$ cat config.mk
export PLATFORM = sky130hd
export DESIGN_NAME = mp3_header_decode_core
export DESIGN_NICKNAME = d
export VERILOG_FILES = /design/src/design/mp3hd_pkg.sv /design/src/design/mp3hd_decode.sv /design/src/design/mp3hd_len_div.sv /design/src/design/mp3_header_decode_core.sv
export SDC_FILE = /design/constraint.sdc
export NUM_CORES = 1
export LEC_CHECK = 0
export BUFFER_PORTS_ARGS = -buffer_cell sky130_fd_sc_hd__buf_2
export CAP_MARGIN = 0
export CORE_ASPECT_RATIO = 0.75
export CORE_UTILIZATION = 47
export CTS_BUF_LIST = sky130_fd_sc_hd__clkbuf_8
export DETAILED_ROUTE_END_ITERATION = 8
export HOLD_SLACK_MARGIN = 0.05
export PLACE_DENSITY = 0.67
export SLEW_MARGIN = 20
export SYNTH_ARGS = -nofsm -noshare
export SYNTH_HDL_FRONTEND = slang
export SYNTH_SLANG_ARGS = --single-unit
$ cat constraint.sdc
create_clock -name i_clk -period 9.8 [get_ports i_clk]
set_input_delay 0.98 -clock i_clk [delete_from_list [all_inputs] [get_ports i_clk]]
set_output_delay 0.98 -clock i_clk [all_outputs]
set_load 0.02 [all_outputs]
$ cat src/design/mp3hd_pkg.sv
package mp3hd_pkg;

    localparam logic [1:0] VER_25   = 2'd0;
    localparam logic [1:0] VER_RSVD = 2'd1;
    localparam logic [1:0] VER_2    = 2'd2;
    localparam logic [1:0] VER_1    = 2'd3;

    localparam logic [1:0] LAYER_III = 2'd1;

    localparam logic [3:0] BRI_FREE = 4'd0;
    localparam logic [3:0] BRI_BAD  = 4'd15;

    localparam logic [1:0] SRI_44K  = 2'd0;
    localparam logic [1:0] SRI_48K  = 2'd1;
    localparam logic [1:0] SRI_32K  = 2'd2;
    localparam logic [1:0] SRI_RSVD = 2'd3;

    localparam logic [10:0] SPF_V1 = 11'd1152;
    localparam logic [10:0] SPF_V2 = 11'd576;

    // 160*x/49 via reciprocal, exact for x*160 < 89240
    localparam int          DIV49_SHIFT = 22;
    localparam logic [16:0] DIV49_RECIP = 17'd85599;
    localparam logic [16:0] DIVISOR_49  = 17'd49;

    localparam logic [8:0] KBPS_V1 [16] = '{
        9'd0, 9'd32, 9'd40, 9'd48, 9'd56, 9'd64, 9'd80, 9'd96,
        9'd112, 9'd128, 9'd160, 9'd192, 9'd224, 9'd256, 9'd320, 9'd0
    };
    localparam logic [8:0] KBPS_V2 [16] = '{
        9'd0, 9'd8, 9'd16, 9'd24, 9'd32, 9'd40, 9'd48, 9'd56,
        9'd64, 9'd80, 9'd96, 9'd112, 9'd128, 9'd144, 9'd160, 9'd0
    };

    typedef struct packed {
        logic        ok;
        logic        hit;
        logic [1:0]  ver;
        logic [8:0]  kbps;
        logic [15:0] hz;
        logic [10:0] spf;
        logic        pad;
        logic [1:0]  sri;
        logic [8:0]  x;
    } t_dec;

    function automatic logic [8:0] kbps_lookup(input logic [1:0] ver, input logic [3:0] bri);
        logic [8:0] k;
        case (ver)
            VER_1:        k = KBPS_V1[bri];
            VER_2, VER_25: k = KBPS_V2[bri];
            default:      k = 9'd0;
        endcase
        return k;
    endfunction

    function automatic logic [15:0] hz_lookup(input logic [1:0] ver, input logic [1:0] sri);
        logic [15:0] h;
        h = 16'd0;
        case (ver)
            VER_1: begin
                case (sri)
                    SRI_44K: h = 16'd44100;
                    SRI_48K: h = 16'd48000;
                    SRI_32K: h = 16'd32000;
                    default: h = 16'd0;
                endcase
            end
            VER_2: begin
                case (sri)
                    SRI_44K: h = 16'd22050;
                    SRI_48K: h = 16'd24000;
                    SRI_32K: h = 16'd16000;
                    default: h = 16'd0;
                endcase
            end
            VER_25: begin
                case (sri)
                    SRI_44K: h = 16'd11025;
                    SRI_48K: h = 16'd12000;
                    SRI_32K: h = 16'd8000;
                    default: h = 16'd0;
                endcase
            end
            default: h = 16'd0;
        endcase
        return h;
    endfunction

endpackage

$ cat src/design/mp3hd_decode.sv
module mp3hd_decode (
    input  logic                i_clk,
    input  logic                i_rst_n,
    input  logic                i_take,
    input  logic [31:0]         i_header_word,
    input  logic [8:0]          i_target,
    output logic                o_v,
    output mp3hd_pkg::t_dec     o_dec
);
    import mp3hd_pkg::*;

    logic [1:0] ver;
    logic [1:0] layer;
    logic [3:0] bri;
    logic [1:0] sri;
    t_dec       n_dec;
    t_dec       r_dec;
    logic       r_v;

    assign ver   = i_header_word[20:19];
    assign layer = i_header_word[18:17];
    assign bri   = i_header_word[15:12];
    assign sri   = i_header_word[11:10];

    always_comb begin
        n_dec.ver  = ver;
        n_dec.kbps = kbps_lookup(ver, bri);
        n_dec.hz   = hz_lookup(ver, sri);
        n_dec.spf  = (ver == VER_1) ? SPF_V1 : ((ver == VER_RSVD) ? 11'd0 : SPF_V2);
        n_dec.pad  = i_header_word[9];
        n_dec.sri  = sri;
        n_dec.ok   = (ver != VER_RSVD) && (layer == LAYER_III) && (bri != BRI_FREE)
                     && (bri != BRI_BAD) && (sri != SRI_RSVD);
        n_dec.hit  = (i_target == 9'd0) || (n_dec.kbps == i_target);
        // MPEG2.5 rates are a quarter of the MPEG1 family: double the bitrate term
        n_dec.x    = (ver == VER_25) ? {n_dec.kbps[7:0], 1'b0} : n_dec.kbps;
    end

    always_ff @(posedge i_clk) begin
        if (!i_rst_n) begin
            r_v <= 1'b0;
        end else begin
            r_v <= i_take;
        end
    end

    always_ff @(posedge i_clk) begin
        r_dec <= n_dec;
    end

    assign o_v   = r_v;
    assign o_dec = r_dec;

endmodule

$ cat src/design/mp3hd_len_div.sv
module mp3hd_len_div (
    input  logic                i_clk,
    input  logic                i_rst_n,
    input  logic                i_v,
    input  mp3hd_pkg::t_dec     i_dec,
    output logic                o_v,
    output mp3hd_pkg::t_dec     o_dec,
    output logic [10:0]         o_len_base
);
    import mp3hd_pkg::*;

    // stage 2: 160*x times reciprocal of 49, plus exact 48k / 32k forms
    logic [15:0] y;
    logic [32:0] prod;
    logic [10:0] alt;
    logic [12:0] x9;
    logic [15:0] r_y;
    logic [32:0] r_prod;
    logic [10:0] r_alt;
    t_dec        r_dec2;
    logic        r_v2;

    function automatic logic [15:0] x_ext(input logic [8:0] v);
        return {7'd0, v};
    endfunction

    assign y    = {x_ext(i_dec.x) << 7} + {x_ext(i_dec.x) << 5};
    assign prod = {17'd0, y} * {16'd0, DIV49_RECIP};
    assign x9   = {1'b0, i_dec.x, 3'b000} + {4'd0, i_dec.x};
    assign alt  = (i_dec.sri == SRI_48K) ?
                  ({2'b00, i_dec.x} + {1'b0, i_dec.x, 1'b0}) : x9[11:1];

    always_ff @(posedge i_clk) begin
        if (!i_rst_n) begin
            r_v2 <= 1'b0;
        end else begin
            r_v2 <= i_v;
        end
    end

    always_ff @(posedge i_clk) begin
        r_y    <= y;
        r_prod <= prod;
        r_alt  <= alt;
        r_dec2 <= i_dec;
    end

    // stage 3: quotient, one-step correction, rate select
    logic [10:0] q;
    logic [16:0] q49;
    logic [16:0] rem;
    logic [10:0] qc;
    logic [10:0] n_base;
    logic [10:0] r_base;
    t_dec        r_dec3;
    logic        r_v3;

    assign q      = r_prod[DIV49_SHIFT +: 11];
    assign q49    = {1'b0, q, 5'b0} + {2'b0, q, 4'b0} + {6'd0, q};
    assign rem    = {1'b0, r_y} - q49;
    assign qc     = (rem >= DIVISOR_49) ? q + 11'd1 : q;
    assign n_base = (r_dec2.sri == SRI_44K) ? qc : r_alt;

    always_ff @(posedge i_clk) begin
        if (!i_rst_n) begin
            r_v3 <= 1'b0;
        end else begin
            r_v3 <= r_v2;
        end
    end

    always_ff @(posedge i_clk) begin
        r_base <= n_base;
        r_dec3 <= r_dec2;
    end

    assign o_v        = r_v3;
    assign o_dec      = r_dec3;
    assign o_len_base = r_base;

endmodule

$ cat src/design/mp3_header_decode_core.sv
// channel | ports                                   | beat
// --------+-----------------------------------------+-------------------------------
// cfg     | i_cfg_wr_en, i_cfg_wr_data[8:0]         | edge with i_cfg_wr_en high
// in      | i_start, o_busy, i_header_word[31:0]    | edge with i_start & !o_busy
// out     | o_strobe + seven result fields          | one cycle with o_strobe high
//
// Four register stages: decode/lookup, reciprocal multiply, quotient
// correction and rate select, output register. A new header each cycle;
// o_busy is never raised. Synchronous reset clears the stage valid bits
// and the target register. The receiver cannot stall; results are shown
// for exactly one cycle.
module mp3_header_decode_core (
    input  logic        i_clk,
    input  logic        i_rst_n,
    input  logic        i_cfg_wr_en,
    input  logic [8:0]  i_cfg_wr_data,
    input  logic        i_start,
    output logic        o_busy,
    input  logic [31:0] i_header_word,
    output logic        o_strobe,
    output logic        o_header_valid,
    output logic [1:0]  o_version_code,
    output logic [8:0]  o_bitrate_kbps,
    output logic [15:0] o_sample_rate_hz,
    output logic [10:0] o_samples_per_frame,
    output logic        o_padded,
    output logic [10:0] o_frame_length_bytes
);
    import mp3hd_pkg::*;

    logic [8:0]  r_target;
    logic        take;
    logic        v1;
    t_dec        dec1;
    logic        v3;
    t_dec        dec3;
    logic [10:0] len_base;

    logic        r_strobe;
    logic        r_header_valid;
    logic [1:0]  r_version_code;
    logic [8:0]  r_bitrate_kbps;
    logic [15:0] r_sample_rate_hz;
    logic [10:0] r_samples_per_frame;
    logic        r_padded;
    logic [10:0] r_frame_length_bytes;
    logic [10:0] n_frame_length_bytes;

    assign o_busy = 1'b0;
    assign take   = i_start && !o_busy;

    always_ff @(posedge i_clk) begin
        if (!i_rst_n) begin
            r_target <= 9'd0;
        end else if (i_cfg_wr_en) begin
            r_target <= i_cfg_wr_data;
        end
    end

    mp3hd_decode u_decode (
        .i_clk         (i_clk),
        .i_rst_n       (i_rst_n),
        .i_take        (take),
        .i_header_word (i_header_word),
        .i_target      (r_target),
        .o_v           (v1),
        .o_dec         (dec1)
    );

    mp3hd_len_div u_len_div (
        .i_clk      (i_clk),
        .i_rst_n    (i_rst_n),
        .i_v        (v1),
        .i_dec      (dec1),
        .o_v        (v3),
        .o_dec      (dec3),
        .o_len_base (len_base)
    );

    assign n_frame_length_bytes = dec3.ok ? (len_base + {10'd0, dec3.pad}) : 11'd0;

    always_ff @(posedge i_clk) begin
        if (!i_rst_n) begin
            r_strobe <= 1'b0;
        end else begin
            r_strobe <= v3;
        end
    end

    always_ff @(posedge i_clk) begin
        r_header_valid       <= dec3.ok && dec3.hit;
        r_version_code       <= dec3.ver;
        r_bitrate_kbps       <= dec3.kbps;
        r_sample_rate_hz     <= dec3.hz;
        r_samples_per_frame  <= dec3.spf;
        r_padded             <= dec3.pad;
        r_frame_length_bytes <= n_frame_length_bytes;
    end

    assign o_strobe             = r_strobe;
    assign o_header_valid       = r_header_valid;
    assign o_version_code       = r_version_code;
    assign o_bitrate_kbps       = r_bitrate_kbps;
    assign o_sample_rate_hz     = r_sample_rate_hz;
    assign o_samples_per_frame  = r_samples_per_frame;
    assign o_padded             = r_padded;
    assign o_frame_length_bytes = r_frame_length_bytes;

endmodule

== Word level (Yosys, flattened, before mapping) ==
Memory sizes are Yosys's and may differ from the RTL's.
Index checks and enable logic that the tools add are counted.
Widths: inputs -> output; s select.

* Register bits after elaboration: 271
* ROM bits: 288
* Input bits: 45
* Word-level logic and storage cells: 92
* Memories: 2

* $add $sub $neg: 8
* $mul: 1
* $lt $le $gt $ge: 2
* Equal/unequal tests: 11
* Muxes and demuxes: 14
* Bitwise operators: 1
* Reduce and logical (&&, ||, !) cells: 12

{| class="wikitable"
|+ Memories
! name !! depth !! width !! read ports !! clocked after Yosys merged registers in !! wr ports !! RTL line !! text
|-
| (no name shown) || 16 || 9 || 1 || 0 || 0 || mp3hd_pkg.sv:50 || <nowiki>VER_1: k = KBPS_V1[bri];</nowiki>
|-
| (no name shown) || 16 || 9 || 1 || 0 || 0 || mp3hd_pkg.sv:51 || <nowiki>VER_2, VER_25: k = KBPS_V2[bri];</nowiki>
|}

{| class="wikitable"
|+ Operators by type and width
! cell !! count
|-
| $pmux 16 s3 || 2
|-
| $mux 9 || 5
|-
| $pmux 15 s3 || 1
|-
| $pmux 14 s3 || 1
|-
| $mul 16x17->33 const B || 1
|-
| $mux 11 || 3
|-
| $pmux 9 s2 || 1
|-
| $add 16x15->17 || 1
|-
| $add 17x11->17 || 1
|-
| $ge 17x6->1 const B || 1
|-
| $sub 16x17->17 || 1
|-
| $add 16x14->16 || 1
|-
| $add 12x9->12 || 1
|-
| $add 11x1->11 || 1
|-
| $add 11x1->11 const B || 1
|-
| $add 9x10->11 || 1
|-
| $mux 10 || 1
|-
| $eq 9x9->1 || 1
|-
| $logic_not 9->1 || 1
|-
| $eq 2x1->1 const B || 4
|-
| $eq 2x2->1 const B || 3
|-
| $logic_not 2->1 || 3
|-
| $ge 5x5->1 const B || 1
|-
| $logic_and 1x1->1 || 5
|-
| 7 further kinds || 7
|}

== Logic depth before layout (Yosys ltp) ==
Gate-level depths: netlist (run 1).

* Word-level depth: 7
* Mapped depth: 25
* Mapped depth without buffers: 25

== Hierarchy ==
A second synthesis (run 1) with hierarchy kept.

* Cells, all modules: 1140
* Area total of the unflattened synthesis: 12450.7 um^2

{| class="wikitable"
|+ Modules (own cells, without submodules)
! module !! times used !! cells each !! area an instance (um^2) !! sequential area each (um^2)
|-
| mp3hd_len_div || 1 || 820 || 9042.4 || 2962.8
|-
| mp3hd_decode || 1 || 197 || 1761.7 || 720.7
|-
| mp3_header_decode_core || 1 || 123 || 1646.6 || 1221.2
|}

== Worst setup path before layout (run 1) ==
Ideal clock, no wire load.

* Path type: register to register
* Start: register u_decode.r_dec, in the netlist u_decode.o_dec[4]
* End: register u_len_div.r_prod[29]
* Setup time: 119 ps
* Arrival: 6355 ps
* Data required time: 9681 ps
* Setup slack: 3326 ps
* Cell stages (with the launch flop): 25
* Buffers on the path: 0
* Cell sequence: dfxtp_1 ha_1 a21o_1 a21oi_1 nor2b_1 o21ai_0 xnor2_1 inv_1 fa_1 xor2_1 ha_1 fa_1 inv_1 fa_1 inv_1 ha_1 ha_1 ha_1 a2111o_1 a31oi_1 o31ai_1 a41o_1 o31a_1 o21ai_0 a21oi_1

* Cells in the longest elaborated chain, start to end: 2

{| class="wikitable"
|+ Ends and longest elaborated chain
! what !! RTL line !! text
|-
| start: declaration || mp3hd_decode.sv:17 || <nowiki>t_dec r_dec;</nowiki>
|-
| start signal: assignment || mp3hd_decode.sv:48 || <nowiki>r_dec <= n_dec;</nowiki>
|-
| $add 16x14->16 || mp3hd_len_div.sv:27 || <nowiki>assign y = {x_ext(i_dec.x) << 7} + {x_ext(i_dec.x) << 5};</nowiki>
|-
| named net u_len_div.y[15] || mp3hd_len_div.sv:13 || <nowiki>logic [15:0] y;</nowiki>
|-
| $mul 16x17->33 || mp3hd_len_div.sv:28 || <nowiki>assign prod = {17'd0, y} * {16'd0, DIV49_RECIP};</nowiki>
|-
| named net u_len_div.prod[29] || mp3hd_len_div.sv:14 || <nowiki>logic [32:0] prod;</nowiki>
|-
| end signal: assignment || mp3hd_len_div.sv:43 || <nowiki>r_prod <= prod;</nowiki>
|-
| end: declaration || mp3hd_len_div.sv:18 || <nowiki>logic [32:0] r_prod;</nowiki>
|}

The timed path passes the listed nets, and every way through them passes these cells.
A chain may end at the register's enable or synchronous reset.

== Final worst setup path (run 1) ==
* Start: register u_decode.r_dec, in the netlist u_decode.o_dec[4]
* End: register u_len_div.r_prod[32]

The elaborated chain is that of the path after synthesis.

==> results of run 1 <==
layer usage:
| layer | GRT usage | wire length (µm) | up-vias | part of all wire |
|---|---|---|---|---|
| met5 | 0 | 0 | - | 0 |
| met3 | 0.0336 | 726 | 12 | 0.042 |
| met1 | 0.273 | 9500 | 2929 | 0.56 |
| li1 | - | - | 3261 | - |
| met2 | 0.238 | 6730 | 133 | 0.39 |
| met4 | 0.0421 | 145 | 0 | 0.0085 |
sequential cells by signal, summed over array words and instances (netlist names), 2 cells and up:
signal,flops
u_len_div.r_alt,9
r_target,9
u_len_div.o_dec,27
u_len_div.r_y,7
o_bitrate_kbps,6
u_len_div.o_len_base,11
o_version_code,2
o_samples_per_frame,2
u_decode.o_dec,35
o_frame_length_bytes,11
u_len_div.r_dec2,29
o_sample_rate_hz,14
u_len_div.r_prod,12
area by class of cell:
type	instances	area [µm²]	area share
clock buffers	17	234	0.0221
clock inverters	15	215	0.0204
inverters	103	387	0.0366
multi-input cells	622	5470	0.518
flip-flops and latches	180	3600	0.341
well taps	253	317	0.0300
repair buffers	66	335	0.0317
Yosys cell counts, types with 2 or more instances:
cell type  number  share of area
buf_6           2         0.0023
a311oi_1        2         0.0018
fa_1           48           0.10
nor3_1          6         0.0031
and2_1         19          0.012
a31oi_1        13         0.0085
xor2_1         15          0.014
ha_1          151           0.20
a31o_2          2         0.0018
o22ai_1         3         0.0020
or3_1          10         0.0065
nand2b_1        2         0.0013
o21ai_0        51          0.027
o32ai_1         2         0.0018
buf_4          15          0.012
nor2b_1        17          0.011
o31ai_1         8         0.0062
nor3b_1         2         0.0016
nand4_1         8         0.0052
a211oi_1        6         0.0047
nor2_1         49          0.019
xnor2_1        27          0.025
nand3_1        11         0.0057
o21a_1          5         0.0039
nand2_1        38          0.015
and2_0          2         0.0013
mux2i_1        17          0.018
a21boi_0        5         0.0039
or2_2           4         0.0026
or4_1           4         0.0031
inv_1         103          0.040
o211ai_1        2         0.0016
a21oi_1        30          0.016
buf_1           2        0.00078
nor4_1          3         0.0020
mux2_2          2         0.0023
a21o_1          8         0.0062
and3_1          7         0.0046
o21bai_1        5         0.0039
clkbuf_1       11         0.0043
dfxtp_1       180           0.37
a41o_1          2         0.0021
per-stage QoR:
step                hold WS [ns]  utilization
floorplan                  0.310            -
global placement           0.310        0.513
detailed placement         0.312        0.513
CTS                        0.326        0.536
global route               0.322        0.536
finish                     0.327        0.536
cells in the final DEF (no fill, tap or decap), drive strengths merged, types with 6 or more instances in the layout:
| cell type | count |
|---|---|
| a211oi | 8 |
| a21o | 8 |
| a21oi | 30 |
| a31oi | 13 |
| and2 | 21 |
| and3 | 8 |
| buf | 66 |
| clkbuf | 17 |
| clkinv | 6 |
| conb | 12 |
| dfxtp | 180 |
| fa | 48 |
| ha | 151 |
| inv | 112 |
| mux2i | 17 |
| nand2 | 38 |
| nand3 | 11 |
| nand4 | 8 |
| nor2 | 49 |
| nor2b | 17 |
| nor3 | 6 |
| o21ai | 51 |
| o31ai | 8 |
| or3 | 10 |
| xnor2 | 27 |
| xor2 | 15 |
path summary, 6_finish.rpt:
check,endpoint,depth (start not counted),startpoint,slack (ns)
worst max-delay path,u_len_div.r_prod[32],24,u_decode.o_dec[4],2.52
worst min-delay path,u_len_div.r_dec2[34],0,u_decode.o_dec[34],0.33
worst max register to register,u_len_div.r_prod[32],24,u_decode.o_dec[4],2.52
worst min register to register,u_len_div.r_dec2[34],0,u_decode.o_dec[34],0.33
cells by family after synthesis:
group | Yosys count | synth area share
buffers and inverters | 134 | 0.0599
adder cells (fa/ha/maj) | 199 | 0.297
XOR/XNOR | 42 | 0.0383
AND/OR/NAND/NOR | 188 | 0.0998
flip-flops | 180 | 0.375
AO/OA/AOI/OAI | 162 | 0.110
other | 1 | 0.000390
multiplexers | 19 | 0.0200
worst max-delay path, stage by stage, from the launching register on:
cell      delay (ns)
dfxtp_1         0.79
ha_1            0.34
a21o_1          0.15
a21oi_1         0.22
nor2b_1         0.07
o21ai_0         0.19
xnor2_1         0.14
buf_4           0.19
inv_1           0.09
fa_1            0.56
fa_1            0.55
fa_1            0.52
fa_1            0.51
inv_1           0.05
ha_1            0.29
ha_1            0.34
ha_1            0.29
nand4b_1        0.08
o21bai_1        0.29
a31oi_1         0.17
o31ai_1         0.59
nand3_1         0.25
nand3b_1        0.24
and4_1          0.21
nor3_1          0.05
==> results.tsv, run 1 <==
stage	metric	value	unit
global_route	vias in the first global route	5842	
placed_design	placed cells	1224	
placed_design	placed cell areas	10100	µm²
route	routed len/inst	13.6	µm
cts	CTS Buf Count	17	
sta	worst clock skew	0.0174	ns
floorplanning	Initial Util	0.488	
finish	fin cells	1256	
logic_synthesis	post-synthesis sequential area ratio	0.375	
logic_synthesis	Yosys reg bits	180	
floorplanning	Die X-Extent	167	µm
cts	clk_lat worst skew	0.47	ns
route	Post-route DRC	0	
finish	ANT cells	0	
worst_setup_path	critical path class	register to register	
worst_setup_path	Startpoint Class	register	
cts	Post-CTS Setup Bufs	0	
cts	CTS tree	yes	
cts	clk sinks	180	
sta	Final min period	7.28	ns
sta	endpoints failing setup	0	
hold_path	worst hold path type	register to register	
cts	htree depth	4	
sta	endpoints failing hold	0	
global_route	pin count of the biggest net entering global routing	28	
floorplanning	Die H	126	µm
logic_synthesis	Ys Warns	0	
floorplanning	Die ar.	21000	µm²
finish	layout filler cell count	1762	
placed_design	gpl congestion	0.878	
cts	clock transition at the registers of the reported paths	0.11	ns
cts	Root Buffer	clkbuf_8	
global_route	first-pass GRT wire length	28.9	mm
worst_setup_path	Critical Path AT	7.62	ns
finish	area grow syn2layout	9.92	%
logic_synthesis	fraction of registers with async set/reset	0	
route	drt first pass iters	5	
status	status	finished clean	
placed_design	pre-CTS setup slack	2.54	ns
floorplanning	Cell Rows	44	
placed_design	DP HPWL	13.5	mm
run	number of max-cap violations	0	
finish	final instance area	10600	µm²
logic_synthesis	number of distinct library cells after synthesis	68	
worst_setup_path	Crit. End Element	register	
route	vias per cell	5.04	
global_route	total track usage	0.173	
logic_synthesis	count of mapped cells out of synthesis	925	
floorplanning	floorplan core area	19700	µm²
sta	Slew HR	0.394	
route	final WL	17.1	mm
route	DR iter-0 viols	450	
floorplanning	io pins	98	
logic_synthesis	Main synth FF type	dfxtp_1	
logic_synthesis	number of synthesized flops with an enable pin	0	
cts	# hold bufs at CTS	0	
cts	Resized cells post-CTS	0	
sta	Slew Limit Fails	0	
global_route	grt total ovfl	0	
placed_design	Buffers on Ports	64	
sta	final worst path period share	0.743	
finish	share of cells above drive strength 1	0.111	
route	vias	6335	
worst_setup_path	CP Max Fanout	13	
sta	fin worst setup slack	2.52	ns
sta	RSZ-0062 raised after global routing	no	
sta	Tightest Pin Transition	0.906	ns
worst_setup_path	Worst EP required	10.14	ns
sta	post-route setup TNS	0	ns
cts	clock buffer depth	2	
sta	f_max	137	MHz
logic_synthesis	Mean Syn Cell Area	10.4	µm²
finish	Final #Nets	1234	
route	Final ANT Viol Nets	0	
global_route	initial antenna violation count	1	
logic_synthesis	Synth Cell Area	9610	µm²
Power of run 1 is left out: the tool's default activity adds up to more than one toggle a clock period on the data nets, which glitch-free logic cannot reach.
==> run 2, diff against run 1 <==
- clock period: 9.8 -> 7.25 ns (I/O delays scaled with it)
==> results.tsv, run 2 (synthesized netlist as in run 1, its figures left out) <==
stage	metric	value	unit
sta	Tightest Pin Transition	0.753	ns
placed_design	gpl congestion	0.868	
finish	ANT cells	0	
placed_design	Buffers on Ports	64	
sta	endpoints failing hold	0	
finish	share of cells above drive strength 1	0.114	
floorplanning	Die ar.	21000	µm²
floorplanning	Initial Util	0.488	
run	number of max-cap violations	0	
sta	RSZ-0062 raised after global routing	no	
worst_setup_path	Startpoint Class	register	
finish	layout filler cell count	1742	
hold_path	worst hold path type	register to register	
cts	clock transition at the registers of the reported paths	0.11	ns
global_route	vias in the first global route	5896	
worst_setup_path	cell repeated most along the worst path	ha_1	
route	Final ANT Viol Nets	0	
sta	Slew Limit Fails	0	
sta	post-route setup TNS	0	ns
worst_setup_path	Buf+Inv Stages, Crit Path	4	
route	routed len/inst	13.6	µm
cts	Post-CTS Setup Bufs	0	
cts	Resized cells post-CTS	0	
finish	Final #Nets	1238	
global_route	layer with the highest usage	met1	
global_route	total track usage	0.172	
global_route	pin count of the biggest net entering global routing	28	
floorplanning	io pins	98	
worst_setup_path	CP Max Fanout	8	
cts	clk_lat worst skew	0.47	ns
global_route	GR met3 Demand/Resource	0.0349	
floorplanning	Cell Rows	44	
cts	clock buffer depth	2	
finish	FF/Latch Area	3600	µm²
worst_setup_path	critical path class	register to register	
cts	# hold bufs at CTS	0	
global_route	first-pass GRT wire length	29.0	mm
finish	most common cell after layout, fill and taps aside	dfxtp_1	
sta	worst clock skew	0.0233	ns
cts	htree depth	4	
sta	final worst path period share	0.926	
worst_setup_path	slowest stage delay, CP	0.64	ns
route	vias per cell	5.03	
sta	endpoints failing setup	0	
route	vias	6336	
finish	Multi-input gate area	5470	µm²
cts	CTS Buf Count	17	
global_route	met1 Usage GRT	0.267	
floorplanning	Die X-Extent	167	µm
cts	Root Buffer	clkbuf_8	
finish	area grow syn2layout	10.3	%
finish	most frequent cells in the layout	dfxtp_1 (180), ha_1 (151), inv_1 (103)	
floorplanning	Die H	126	µm
worst_setup_path	Crit. End Element	register	
global_route	initial antenna violation count	1	
floorplanning	floorplan core area	19700	µm²
sta	Final min period	6.71	ns
placed_design	DP HPWL	13.6	mm
global_route	grt total ovfl	0	
finish	number of flip-flops under the largest register name	35	
global_route	grt met2 use	0.242	
worst_setup_path	CP delay by family, top	adder cells	
route	Post-route DRC	0	
sta	f_max	149	MHz
route	final WL	17.2	mm
worst_setup_path	Critical Path AT	7.07	ns
status	status	finished clean	
route	DR iter-0 viols	389	
route	drt first pass iters	5	
worst_setup_path	Worst path slowest cell	fa_1	
cts	clk sinks	180	
worst_setup_path	Worst EP required	7.61	ns
sta	Slew HR	0.496	
cts	CTS tree	yes	
-- run 2: changes by cell type in the layout (fill, tap and decap cells not counted) --
cell / previous run / this run
clkinv_8: 5 / 6
inv_8: 2 / 0
inv_6: 2 / 3
buf_4: 2 / 6
-- run 2: metal layers --
metal / up-vias / part of all wire
met5: - / 0
li1: 3259 / -
met3: 11 / 0.048
met1: 2905 / 0.54
met2: 161 / 0.40
met4: 0 / 0.0065
-- run 2: through the flow --
stage                     hold slack, ns  utilization  instances  area (µm²)  setup slack [ns]
after detailed placement           0.312        0.515       1228       10100             0.599
after CTS                          0.327        0.538       1260       10600             0.501
after floorplan                    0.310            -        936        9650             0.776
after global routing               0.325        0.538       1260       10600            0.0364
final                              0.324        0.538       1260       10600             0.536
after global placement             0.310        0.515       1228       10100             0.656
-- run 2: final timing paths --
check,cells after the start,startpoint,slack [ns],end
max reg2reg,25,u_decode.o_dec[6],0.54,u_len_div.r_prod[29]
max,25,u_decode.o_dec[6],0.54,u_len_div.r_prod[29]
min reg2reg,0,u_len_div.r_dec2[47],0.32,u_len_div.o_dec[47]
min,0,u_len_div.r_dec2[47],0.32,u_len_div.o_dec[47]
-- run 2: worst register-to-register path, cell delays in order (launching register included) --
cell and delay (ns):
dfxtp_1 0.55, ha_1 0.31, a21o_1 0.16, a21oi_1 0.25, nor2b_1 0.07, o21ai_0 0.19
xnor2_1 0.18, inv_1 0.11, fa_1 0.64, xor2_1 0.24, ha_1 0.28, fa_1 0.52
inv_1 0.06, fa_1 0.53, inv_1 0.04, ha_1 0.28, ha_1 0.29, ha_1 0.19
a2111o_1 0.40, a31oi_1 0.23, o31ai_1 0.12, buf_4 0.16, a41o_1 0.27, o31a_1 0.28
o21ai_0 0.16, a21oi_1 0.10
-- run 2: cell type report --
class | count | area share
clock inverters | 15 | 0.0205
well taps | 253 | 0.0299
repair buffers | 70 | 0.0345
clock buffers | 17 | 0.0221
flip-flops and latches | 180 | 0.340
multi-input cells | 622 | 0.517
inverters | 103 | 0.0365
Power of run 2 is left out for the same reason.
